==> config.mk <==
export PLATFORM = sky130hd
export DESIGN_NAME = letter_frequency_rank
export DESIGN_NICKNAME = d
export VERILOG_FILES = /design/src/rtl/core/lfr_pkg.sv /design/src/rtl/core/lfr_argmax.sv /design/src/rtl/core/letter_frequency_rank.sv
export SDC_FILE = /design/constraint.sdc
export NUM_CORES = 1
export LEC_CHECK = 0
export BUFFER_PORTS_ARGS = -buffer_cell sky130_fd_sc_hd__buf_4
export CAP_MARGIN = 10
export CORE_MARGIN = 3
export CORE_UTILIZATION = 61
export DETAILED_ROUTE_END_ITERATION = 12
export HOLD_SLACK_MARGIN = 0.05
export PLACE_DENSITY_LB_ADDON = 0.1
export SYNTH_ARGS = -nofsm -noshare
export SYNTH_HDL_FRONTEND = slang
export SYNTH_SLANG_ARGS = --single-unit
==> constraint.sdc <==
create_clock -name i_clk -period 7.1 [get_ports i_clk]
set_clock_uncertainty 0.2 [all_clocks]
set_input_delay 0.355 -clock i_clk [delete_from_list [all_inputs] [get_ports i_clk]]
set_output_delay 0.355 -clock i_clk [all_outputs]
set_load 0.05 [all_outputs]
==> src/rtl/core/lfr_pkg.sv <==
`timescale 1ns / 1ps
`default_nettype none
// ----------------------------------------------------------------------------
// lfr_pkg - letter frequency rank shared definitions
// Character codes, field widths, default sizes and the scan control type.
// ----------------------------------------------------------------------------
package lfr_pkg;

    localparam int CHAR_BITS = 8;
    localparam int OCC_BITS  = 16;

    localparam logic [CHAR_BITS-1:0] FIRST_LETTER = 8'd97;   // 'a'
    localparam logic [CHAR_BITS-1:0] END_BYTE     = 8'd122;  // 'z'

    localparam int DEF_NUM_LETTERS = 25;
    localparam int DEF_COUNT_BITS  = 16;

    // controls for the shared compare unit
    typedef struct packed {
        logic clear;  // forget the current best before a new scan
        logic step;   // offer one counter to the compare
    } t_scan_ctl;

    typedef enum logic [3:0] {
        S_IDLE   = 4'b0001,
        S_SCAN   = 4'b0010,
        S_DECIDE = 4'b0100,
        S_EMIT   = 4'b1000
    } t_state;

endpackage : lfr_pkg
`default_nettype wire

==> src/rtl/core/lfr_argmax.sv <==
`timescale 1ns / 1ps
`default_nettype none
// ----------------------------------------------------------------------------
// lfr_argmax - shared compare unit of the ranking pass
// Takes one counter per step and keeps the largest nonzero one; the earliest
// index wins a tie. Also flags whether more than one candidate was seen.
// ----------------------------------------------------------------------------
module lfr_argmax #(
    parameter int COUNT_BITS = lfr_pkg::DEF_COUNT_BITS,
    parameter int IDX_W      = 5
) (
    input  wire                   i_clk,
    input  wire                   i_rst_n,
    input  wire lfr_pkg::t_scan_ctl i_ctl,
    input  wire [IDX_W-1:0]       i_idx,
    input  wire [COUNT_BITS-1:0]  i_count,
    input  wire                   i_eligible,
    output logic                  o_found,
    output logic                  o_multi,
    output logic [IDX_W-1:0]      o_best_idx,
    output logic [COUNT_BITS-1:0] o_best_count
);
    import lfr_pkg::*;

    logic                  r_found, n_found;
    logic                  r_multi, n_multi;
    logic [IDX_W-1:0]      r_best_idx, n_best_idx;
    logic [COUNT_BITS-1:0] r_best_count, n_best_count;
    logic                  candidate;

    assign candidate = i_eligible && (i_count != '0);

    always_comb begin
        n_found      = r_found;
        n_multi      = r_multi;
        n_best_idx   = r_best_idx;
        n_best_count = r_best_count;
        if (i_ctl.clear) begin
            n_found      = 1'b0;
            n_multi      = 1'b0;
            n_best_count = '0;
        end else if (i_ctl.step && candidate) begin
            n_found = 1'b1;
            if (r_found) begin
                n_multi = 1'b1;
            end
            // strict compare keeps the alphabetically first on a tie
            if (i_count > r_best_count) begin
                n_best_count = i_count;
                n_best_idx   = i_idx;
            end
        end
    end

    always_ff @(posedge i_clk) begin
        if (!i_rst_n) begin
            r_found      <= 1'b0;
            r_multi      <= 1'b0;
            r_best_count <= '0;
        end else begin
            r_found      <= n_found;
            r_multi      <= n_multi;
            r_best_count <= n_best_count;
        end
        r_best_idx <= n_best_idx;
    end

    assign o_found      = r_found;
    assign o_multi      = r_multi;
    assign o_best_idx   = r_best_idx;
    assign o_best_count = r_best_count;

endmodule : lfr_argmax
`default_nettype wire

==> src/rtl/core/letter_frequency_rank.sv <==
`timescale 1ns / 1ps
`default_nettype none
// ----------------------------------------------------------------------------
// letter_frequency_rank - histogram of word-initial letters, ranked output
// Counts lower-case initials and, on 'z', reports them by descending count.
// ----------------------------------------------------------------------------
// Each input transfer is one byte. A letter from 'a' upwards (NUM_LETTERS of
// them) bumps its saturating counter, and any other byte except 'z' is
// dropped, so the load runs at one byte per clock while idle. A 'z' starts
// the ranking pass, during which the input is not ready: one shared compare
// unit walks the counters one per cycle, so each reported letter takes a scan
// of all NUM_LETTERS counters, then the decision state, then a wait in the
// output register until the sink takes it. An empty histogram gives one
// result flagged empty. Equal counts come out alphabetically, the final
// result carries last, and all counters are cleared when that final result
// transfers.
// ----------------------------------------------------------------------------
module letter_frequency_rank #(
    parameter int NUM_LETTERS = lfr_pkg::DEF_NUM_LETTERS,
    parameter int COUNT_BITS  = lfr_pkg::DEF_COUNT_BITS
) (
    input  wire                            i_clk,
    input  wire                            i_rst_n,
    // byte input channel
    input  wire                            i_in_valid,
    output logic                           o_in_ready,
    input  wire [lfr_pkg::CHAR_BITS-1:0]   i_first_char,
    // ranked result channel
    output logic                           o_out_valid,
    input  wire                            i_out_ready,
    output logic [lfr_pkg::CHAR_BITS-1:0]  o_letter,
    output logic [lfr_pkg::OCC_BITS-1:0]   o_occurrences,
    output logic                           o_last,
    output logic                           o_empty_res
);
    import lfr_pkg::*;

    localparam int IDX_W = (NUM_LETTERS > 1) ? $clog2(NUM_LETTERS) : 1;
    localparam logic [IDX_W-1:0] LAST_IDX = IDX_W'(NUM_LETTERS - 1);

    // state
    t_state                r_state, n_state;
    logic [COUNT_BITS-1:0] r_counts [NUM_LETTERS];
    logic [NUM_LETTERS-1:0] r_emitted;
    logic [IDX_W-1:0]      r_idx, n_idx;

    // output register
    logic                  r_out_valid;
    logic [CHAR_BITS-1:0]  r_letter;
    logic [OCC_BITS-1:0]   r_occ;
    logic                  r_last;
    logic                  r_empty;

    // input decode
    logic                  in_xfer;
    logic                  out_xfer;
    logic                  is_end;
    logic [CHAR_BITS-1:0]  char_off;
    logic                  is_letter;
    logic [IDX_W-1:0]      in_idx;
    logic [IDX_W-1:0]      rd_idx;
    logic [COUNT_BITS-1:0] rd_count;
    logic                  bump;

    // compare unit
    t_scan_ctl             scan_ctl;
    logic                  best_found;
    logic                  best_multi;
    logic [IDX_W-1:0]      best_idx;
    logic [COUNT_BITS-1:0] best_count;
    logic [OCC_BITS-1:0]   occ_sat;

    assign in_xfer  = i_in_valid && o_in_ready;
    assign out_xfer = o_out_valid && i_out_ready;

    assign is_end    = (i_first_char == END_BYTE);
    assign char_off  = i_first_char - FIRST_LETTER;
    assign is_letter = (i_first_char >= FIRST_LETTER) &&
                       ({1'b0, char_off} < 9'(NUM_LETTERS));
    assign in_idx    = char_off[IDX_W-1:0];

    // one read port: the input letter while loading, the scan pointer otherwise
    assign rd_idx   = (r_state == S_IDLE) ? in_idx : r_idx;
    assign rd_count = r_counts[rd_idx];
    assign bump     = in_xfer && !is_end && is_letter && (rd_count != '1);

    // sequencer
    always_comb begin
        n_state        = r_state;
        n_idx          = r_idx;
        scan_ctl.clear = 1'b0;
        scan_ctl.step  = 1'b0;
        unique case (r_state)
            S_IDLE: begin
                if (in_xfer && is_end) begin
                    scan_ctl.clear = 1'b1;
                    n_idx          = '0;
                    n_state        = S_SCAN;
                end
            end
            S_SCAN: begin
                scan_ctl.step = 1'b1;
                if (r_idx == LAST_IDX) begin
                    n_state = S_DECIDE;
                end else begin
                    n_idx = r_idx + 1'b1;
                end
            end
            S_DECIDE: begin
                n_state = S_EMIT;
            end
            S_EMIT: begin
                if (out_xfer) begin
                    if (r_last) begin
                        n_state = S_IDLE;
                    end else begin
                        scan_ctl.clear = 1'b1;
                        n_idx          = '0;
                        n_state        = S_SCAN;
                    end
                end
            end
            default: begin
                n_state = S_IDLE;
            end
        endcase
    end

    lfr_argmax #(
        .COUNT_BITS (COUNT_BITS),
        .IDX_W      (IDX_W)
    ) u_argmax (
        .i_clk        (i_clk),
        .i_rst_n      (i_rst_n),
        .i_ctl        (scan_ctl),
        .i_idx        (r_idx),
        .i_count      (rd_count),
        .i_eligible   (!r_emitted[r_idx]),
        .o_found      (best_found),
        .o_multi      (best_multi),
        .o_best_idx   (best_idx),
        .o_best_count (best_count)
    );

    // clip wide counters to the 16-bit result field
    generate
        if (COUNT_BITS > OCC_BITS) begin : g_clip
            assign occ_sat = (|best_count[COUNT_BITS-1:OCC_BITS]) ? '1 :
                             best_count[OCC_BITS-1:0];
        end else begin : g_ext
            assign occ_sat = OCC_BITS'(best_count);
        end
    endgenerate

    // control registers
    always_ff @(posedge i_clk) begin
        if (!i_rst_n) begin
            r_state     <= S_IDLE;
            r_idx       <= '0;
            r_out_valid <= 1'b0;
            r_emitted   <= '0;
        end else begin
            r_state <= n_state;
            r_idx   <= n_idx;
            if (r_state == S_DECIDE) begin
                r_out_valid <= 1'b1;
                if (best_found) begin
                    r_emitted[best_idx] <= 1'b1;
                end
            end else if (out_xfer) begin
                r_out_valid <= 1'b0;
                if (r_last) begin
                    r_emitted <= '0;
                end
            end
        end
    end

    // counter bank: bumped while loading, cleared after the final transfer
    always_ff @(posedge i_clk) begin
        if (!i_rst_n || (out_xfer && r_last)) begin
            for (int k = 0; k < NUM_LETTERS; k++) begin
                r_counts[k] <= '0;
            end
        end else if (bump) begin
            r_counts[in_idx] <= rd_count + 1'b1;
        end
    end

    // result payload
    always_ff @(posedge i_clk) begin
        if (r_state == S_DECIDE) begin
            if (best_found) begin
                r_letter <= FIRST_LETTER + CHAR_BITS'(best_idx);
                r_occ    <= occ_sat;
                r_last   <= !best_multi;
                r_empty  <= 1'b0;
            end else begin
                // nothing counted at all
                r_letter <= '0;
                r_occ    <= '0;
                r_last   <= 1'b1;
                r_empty  <= 1'b1;
            end
        end
    end

    assign o_in_ready    = (r_state == S_IDLE);
    assign o_out_valid   = r_out_valid;
    assign o_letter      = r_letter;
    assign o_occurrences = r_occ;
    assign o_last        = r_last;
    assign o_empty_res   = r_empty;

    // checks
    a_empty_is_last: assert property (@(posedge i_clk) disable iff (!i_rst_n)
        o_out_valid && o_empty_res |-> o_last && (o_occurrences == '0))
        else $error("empty result without last or with a count");

    a_nonempty_count: assert property (@(posedge i_clk) disable iff (!i_rst_n)
        o_out_valid && !o_empty_res |-> o_occurrences != '0)
        else $error("ranked letter reported with zero count");

    a_no_load_in_pass: assert property (@(posedge i_clk) disable iff (!i_rst_n)
        o_out_valid |-> !o_in_ready)
        else $error("input ready while a result is pending");

    a_scan_quiet: assert property (@(posedge i_clk) disable iff (!i_rst_n)
        (r_state == S_SCAN) |-> !o_out_valid)
        else $error("result register busy during a scan");

    a_cleared_after_last: assert property (@(posedge i_clk) disable iff (!i_rst_n)
        out_xfer && o_last |=> (r_emitted == '0) && o_in_ready)
        else $error("pass did not return to loading cleanly");

endmodule : letter_frequency_rank
`default_nettype wire
==> results of run 1 <==
## path summary, 6_finish.rpt
check / from / to / slack, ns / depth (start not counted)
worst max-delay path: r_state[1] / r_counts[7][8] / 0.63 / 15
worst min-delay path: i_first_char[2] / r_state[1] / 0.24 / 4
worst max register to register: r_state[1] / r_counts[7][8] / 0.63 / 15
worst min register to register: u_argmax.o_best_count[8] / u_argmax.o_best_count[8] / 0.26 / 2
## critical path, delay by kind of cell (launching register included)
kind / cells / cell delay (ns)
AO/OA/AOI/OAI: 3 / 1.05
buffers and inverters: 4 / 1.03
flip-flops: 1 / 0.42
multiplexers: 2 / 0.42
AND/OR/NAND/NOR: 6 / 2.81
## cells in the mapped netlist, drive strengths merged (21+ instances only)
master  count  area share, %
edfxtp    543             60
nor2      469            6.6
nand2     425            5.9
nand3     117            2.2
buf       115            2.8
mux2i      77            2.9
a32oi      72            2.3
clkbuf     58           0.81
a21oi      57            1.1
a31oi      55            1.3
dfxtp      53            3.9
o21ai      50            1.8
inv        49           0.69
nor3       41           0.80
ha         29            1.3
nand4      27           0.70
nor4       25            1.3
xnor2      21           0.71
## logic make-up (layout without fill, tap and decap cells)
| group | Yosys count | after routing | share of synthesized area, % |
|---|---|---|---|
| other | 1 | 64 | 0.0139 |
| XOR/XNOR | 27 | 27 | 0.903 |
| buffers and inverters | 223 | 289 | 4.29 |
| AO/OA/AOI/OAI | 261 | 261 | 7.28 |
| AND/OR/NAND/NOR | 1139 | 1139 | 18.3 |
| multiplexers | 85 | 85 | 3.54 |
| flip-flops | 596 | 596 | 64.3 |
| adder cells (fa/ha/maj) | 29 | 29 | 1.34 |
## where the power goes
part           leakage (uW)  internal (uW)  switching [uW]  total [uW]
logic               0.00442            420            1340        1760
registers           0.00594           4040            48.7        4090
clock network      0.000991           1890            1310        3200
total                0.0114           6350            2700        9040
## repair_timing
action	4_1_cts	5_1_grt
hold buffers	4	0
endpoints found under the setup margin	0	0
setup buffers	0	0
hold endpoints to repair	34	0
## cell usage in the layout, fill, tap and decap left out, types with 15 or more instances in the layout
cell,netlist,routed
nor2_1,467,466
nand4_1,25,25
buf_4,37,113
a21oi_1,57,57
mux2i_1,75,74
inv_1,46,46
clkinv_1,1,15
a31oi_1,55,55
clkbuf_16,0,62
conb_1,1,64
o21ai_4,19,19
ha_1,29,29
dfxtp_1,53,53
nand3_1,117,117
a32oi_1,72,72
edfxtp_1,543,543
o21ai_0,24,24
nand2_1,425,425
nor3_1,40,40
## cell type report
type,instances,area [um2]
Sequential cell,596,17400
Fill cell,3159,13000
Clock inverter,38,355
Tap cell,585,732
Timing Repair Buffer,128,1100
Clock buffer,73,1640
Inverter,50,190
Multi-Input combinational cell,1605,8920
## flip-flops by register name (all words and copies together), names as in the netlist
register / cells
r_counts: 512
r_emitted: 25
o_occurrences: 16
u_argmax.o_best_count: 16
o_letter: 8
r_idx: 5
u_argmax.o_best_idx: 5
r_state: 4
o_empty_res: 1
o_last: 1
o_out_valid: 1
u_argmax.o_found: 1
u_argmax.o_multi: 1
## per-layer routing
metal,GRT usage [%],up-vias,wire length (um)
li1,-,8495,-
met5,0,-,13
met1,45.7,9432,29100
met4,13.9,2,3480
met3,6.21,197,8400
met2,49.9,1127,34200
## through the flow
stage / hold WS [ns] / std cells / area, um2 / worst slack (ns)
finish: 0.236 / 3075 / 30300 / 0.629
global placement: 0.243 / 2959 / 28300 / 0.887
CTS: 0.175 / 3074 / 30300 / 0.710
floorplan: 0.206 / 2424 / 27200 / 0.860
detailed placement: 0.253 / 2959 / 28300 / 0.749
global route: 0.255 / 3075 / 30300 / 0.280
==> impl_metrics.yaml, run 1 <==
final_layout:
  drive_gt1_share_pct: 12.3
  n_antenna_cell: 0
  area_growth_pct: 12.2
  layout.nets: 2482
  fin_util_pct: 69.9
synth:
  syn-cell-area_mm2: 0.0270
  async_flop_share_pct: 0
  synth-main-ff-cell: "edfxtp_1"
  ys_seq_area_share_pct: 64.3
  ys_ff_latch: 596
  synth_edf_count: 543
  syn_inst: 2361
  yosysUniqueCellTypes: 68
  yosys_warnings: 0
  synth_area_per_cell_um2: 11.4
worst_setup_path:
  slowest_delay_ns: 0.92
  critPathLaunchType: "flip-flop"
  path_max_fanout: 56
  critPathArrivalTime_ns: 6.46
  path_class: "flip-flop to flip-flop"
  crit_slowest_cell: "or3_2"
  end_kind: "flip-flop"
  crit_top_cell: "buf_12"
  path_cells: "nor2_4 > nand3b_4 > inv_4 > mux2i_4 > buf_12 > buf_12 > buf_12 > mux2i_1 > a32oi_1 > a31oi_1 > nor4_4 > nand4_4 > or3_2 > o21ai_4 > nand2_1"
  worstPathRequired_ns: 7.09
run_status:
  status: "finished, final reports clean"
grt:
  grt_antenna_before_repair: 1
  grt_pass1_vias: 18500
  globalRoute.totalOverflow: 0
  grt_use_total_pct: 32.4
  grt_max_degree: 68
  grt_first_pass_wirelength_um: 114000
die:
  num_io_pins: 40
  start_util_pct: 62.3
  die_w_um: 216
  die_h_um: 216
  row_count: 76
  die_area_mm2: 0.0468
  design.core.area_mm2: 0.0434
power:
  power_uw: 9040
  ir_worst_vdd_uv: 220
  p_leak_uw: 0.0114
  power.density_mw_per_mm2: 298
routing:
  vias: 19300
  final_antenna_net_count: 0
  drt-total-wl_um: 75200
  viasPerCell: 6.26
  drtIter0Drc: 2984
  wl_per_cell_um: 24.5
  firstDrtPassIters: 6
  post-route-drc-count: 0
cts:
  cts_htree_levels: 2
  cts_num_sinks: 596
  cts_buffers: 60
  cts_root_buffer: "clkbuf_16"
  cts_tree: "built"
  clock_path_buffers: 3
  clk_latency_ns: 0.62
  cts-resized-gates: 0
  path_clk_slew_ns: 0.06
placed_design:
  gp_congestion: 0.969
  hpwl_um: 48500
  port-buffer-count: 39
timing:
  finalCritPeriodShare_pct: 91.1
  fmax_ghz: 0.155
  rsz0062_at_grt: "false"
  slew-limit-headroom_pct: 14.2
  tightest_slew_ns: 1.28
  fin_crit_ns: 6.47
  fin_setup_tns_ns: 0
  finalSetupViolCount: 0
  hold_viol_final: 0
  final_max_slew_viol_count: 0
job:
  cap_violations: 0
hold_path:
  hp-class: "input pin to flip-flop"
Note: power is estimated with default switching activity, not from simulation.
==> inputs of run 2 (changes only) <==
- MAX_ROUTING_LAYER: not set -> met4
==> run 2 against run 1 <==
Die area unchanged. Clock power about the same. Register-to-register slack improved by 0.09 ns. Sequential power about the same. Core utilization increased by 0.098 points. Cell count increased by 0.26%. Via count decreased by 0.30%. Combinational power about the same. Clock-buffer cell count decreased by 2. Worst setup slack improved by 0.092 ns. Largest power group unchanged.
==> impl_metrics.yaml, run 2 (same netlist as run 1, synthesis figures left out) <==
die:
  row_count: 76
  design.core.area_mm2: 0.0434
  die_w_um: 216
  die_h_um: 216
  die_area_mm2: 0.0468
  start_util_pct: 62.3
  num_io_pins: 40
final_layout:
  top_register: "r_counts"
  final_cell_mix: "edfxtp_1 (543), nor2_1 (466), nand2_1 (425)"
  n_antenna_cell: 0
  fin_area_mm2: 0.0304
  drive_gt1_share_pct: 12.9
  largest_registers: "r_counts x512, r_emitted x25"
  area_growth_pct: 12.4
  largest_reg_flops: 512
  layout_commonest_cell: "edfxtp_1"
  layout.nets: 2490
routing:
  drtIter0Drc: 2279
  firstDrtPassIters: 6
  viasPerCell: 6.23
  vias: 19200
  wl_per_cell_um: 24.4
  final_antenna_net_count: 0
  post-route-drc-count: 0
  drt-total-wl_um: 75200
placed_design:
  port-buffer-count: 39
  hpwl_um: 48200
  gp_congestion: 0.929
  preCtsSetupSlack_ns: 0.885
  place_area_mm2: 0.0283
hold_path:
  hp-class: "flip-flop to flip-flop"
timing:
  fin_ws_ns: 0.721
  finalSetupViolCount: 0
  hold_viol_final: 0
  rsz0062_at_grt: "false"
  finalCritPeriodShare_pct: 89.9
  final_max_slew_viol_count: 0
  slew-limit-headroom_pct: 22.7
  fin_crit_ns: 6.38
  fmax_ghz: 0.157
  whs_ns: 0.259
  tightest_slew_ns: 1.15
  fin_setup_tns_ns: 0
grt:
  grt_use_total_pct: 32.9
  grt_antenna_before_repair: 0
  globalRoute.totalOverflow: 0
  grt_max_degree: 67
  grt_first_pass_wirelength_um: 112000
  grt_pass1_vias: 18400
power:
  seqPwrFrac_pct: 45.4
  power_switching_uw: 2720
  internal_power_uw: 6300
  power.share.clock_pct: 35.3
  p_leak_uw: 0.0114
  p_comb_share_pct: 19.3
  swShare_pct: 30.2
  ir_worst_vdd_uv: 233
  power.density_mw_per_mm2: 297
cts:
  cts_num_sinks: 596
  cts_setup_buffers: 0
  cts-resized-gates: 0
  cts_tree: "built"
  cts_buffers: 59
  clk_latency_ns: 0.62
  path_clk_slew_ns: 0.06
  clock_path_buffers: 3
  cts_htree_levels: 2
  cts_root_buffer: "clkbuf_16"
worst_setup_path:
  end_kind: "flip-flop"
  critPathLaunchType: "flip-flop"
  path_class: "flip-flop to flip-flop"
  worstPathRequired_ns: 7.05
  path_max_fanout: 29
  critPathArrivalTime_ns: 6.33
run_status:
  status: "finished, final reports clean"
job:
  cap_violations: 0
## run 2: cell count changes in the layout (fill, tap and decap cells not counted), sizes merged
cell	previous run	this run
clkbuf	73	71
bufinv	7	5
clkinvlp	1	3
buf	124	133
inv	50	51
## run 2: worst max-delay path, cell delays in order, from the launching register on
cell and delay [ns]:
dfxtp_1 0.43, nor2_4 0.19, nand3b_4 0.13, inv_4 0.21
mux2i_4 0.78, buf_12 0.30, buf_4 0.23, nand2_1 0.07
a32oi_1 0.41, a31oi_1 0.26, nor4_4 0.63, nand4_2 0.33
or3_2 0.72, buf_12 0.29, o21ai_4 0.15, nand2_1 0.47
## run 2: repair_timing
action / 4_1_cts / 5_1_grt
endpoints found under the setup margin: 0 / 0
endpoints found under the hold margin: 32 / 0
hold buffers: 4 / 0
## run 2: cell type report
type | instances | area (um2)
multi-input cells | 1605 | 8920
inverters | 50 | 190
flip-flops and latches | 596 | 17400
fillers | 3228 | 13000
clock buffers | 71 | 1660
repair buffers | 137 | 1150
clock inverters | 39 | 334
well taps | 585 | 732
## run 2: worst paths after layout
path,startpoint,to,slack [ns],cells after the start
max,r_state[1],r_counts[14][10],0.72,15
min reg2reg,r_emitted[22],r_emitted[22],0.26,2
max reg2reg,r_state[1],r_counts[14][10],0.72,15
min,r_emitted[22],r_emitted[22],0.26,2
## run 2: power groups by stage
stage,combinational (uW),clock (uW),sequential [uW]
finish,1740,3190,4090
floorplan,985,0,4140
global route,1800,3350,4100
detailed placement,1690,0,4160
global placement,1660,0,4160
CTS,1700,3210,4090
## run 2: per-stage QoR
stage          total power, uW  utilization (%)  std cells
6_report                  9020             70.0       3083
5_1_grt                   9260             70.0       3083
4_1_cts                   8990             70.0       3083
3_5_place_dp              5850             65.3       2969
3_3_place_gp              5820             65.3       2969
2_1_floorplan             5130                -       2424
## run 2: layer usage
| metal | track usage, % | vias to the layer above | wire length, um |
|---|---|---|---|
| li1 | - | 8497 | - |
| met1 | 44.4 | 9451 | 29400 |
| met2 | 50.1 | 1025 | 35000 |
| met3 | 5.86 | 222 | 7270 |
| met4 | 14.1 | 0 | 3570 |
| met5 | - | - | 0 |
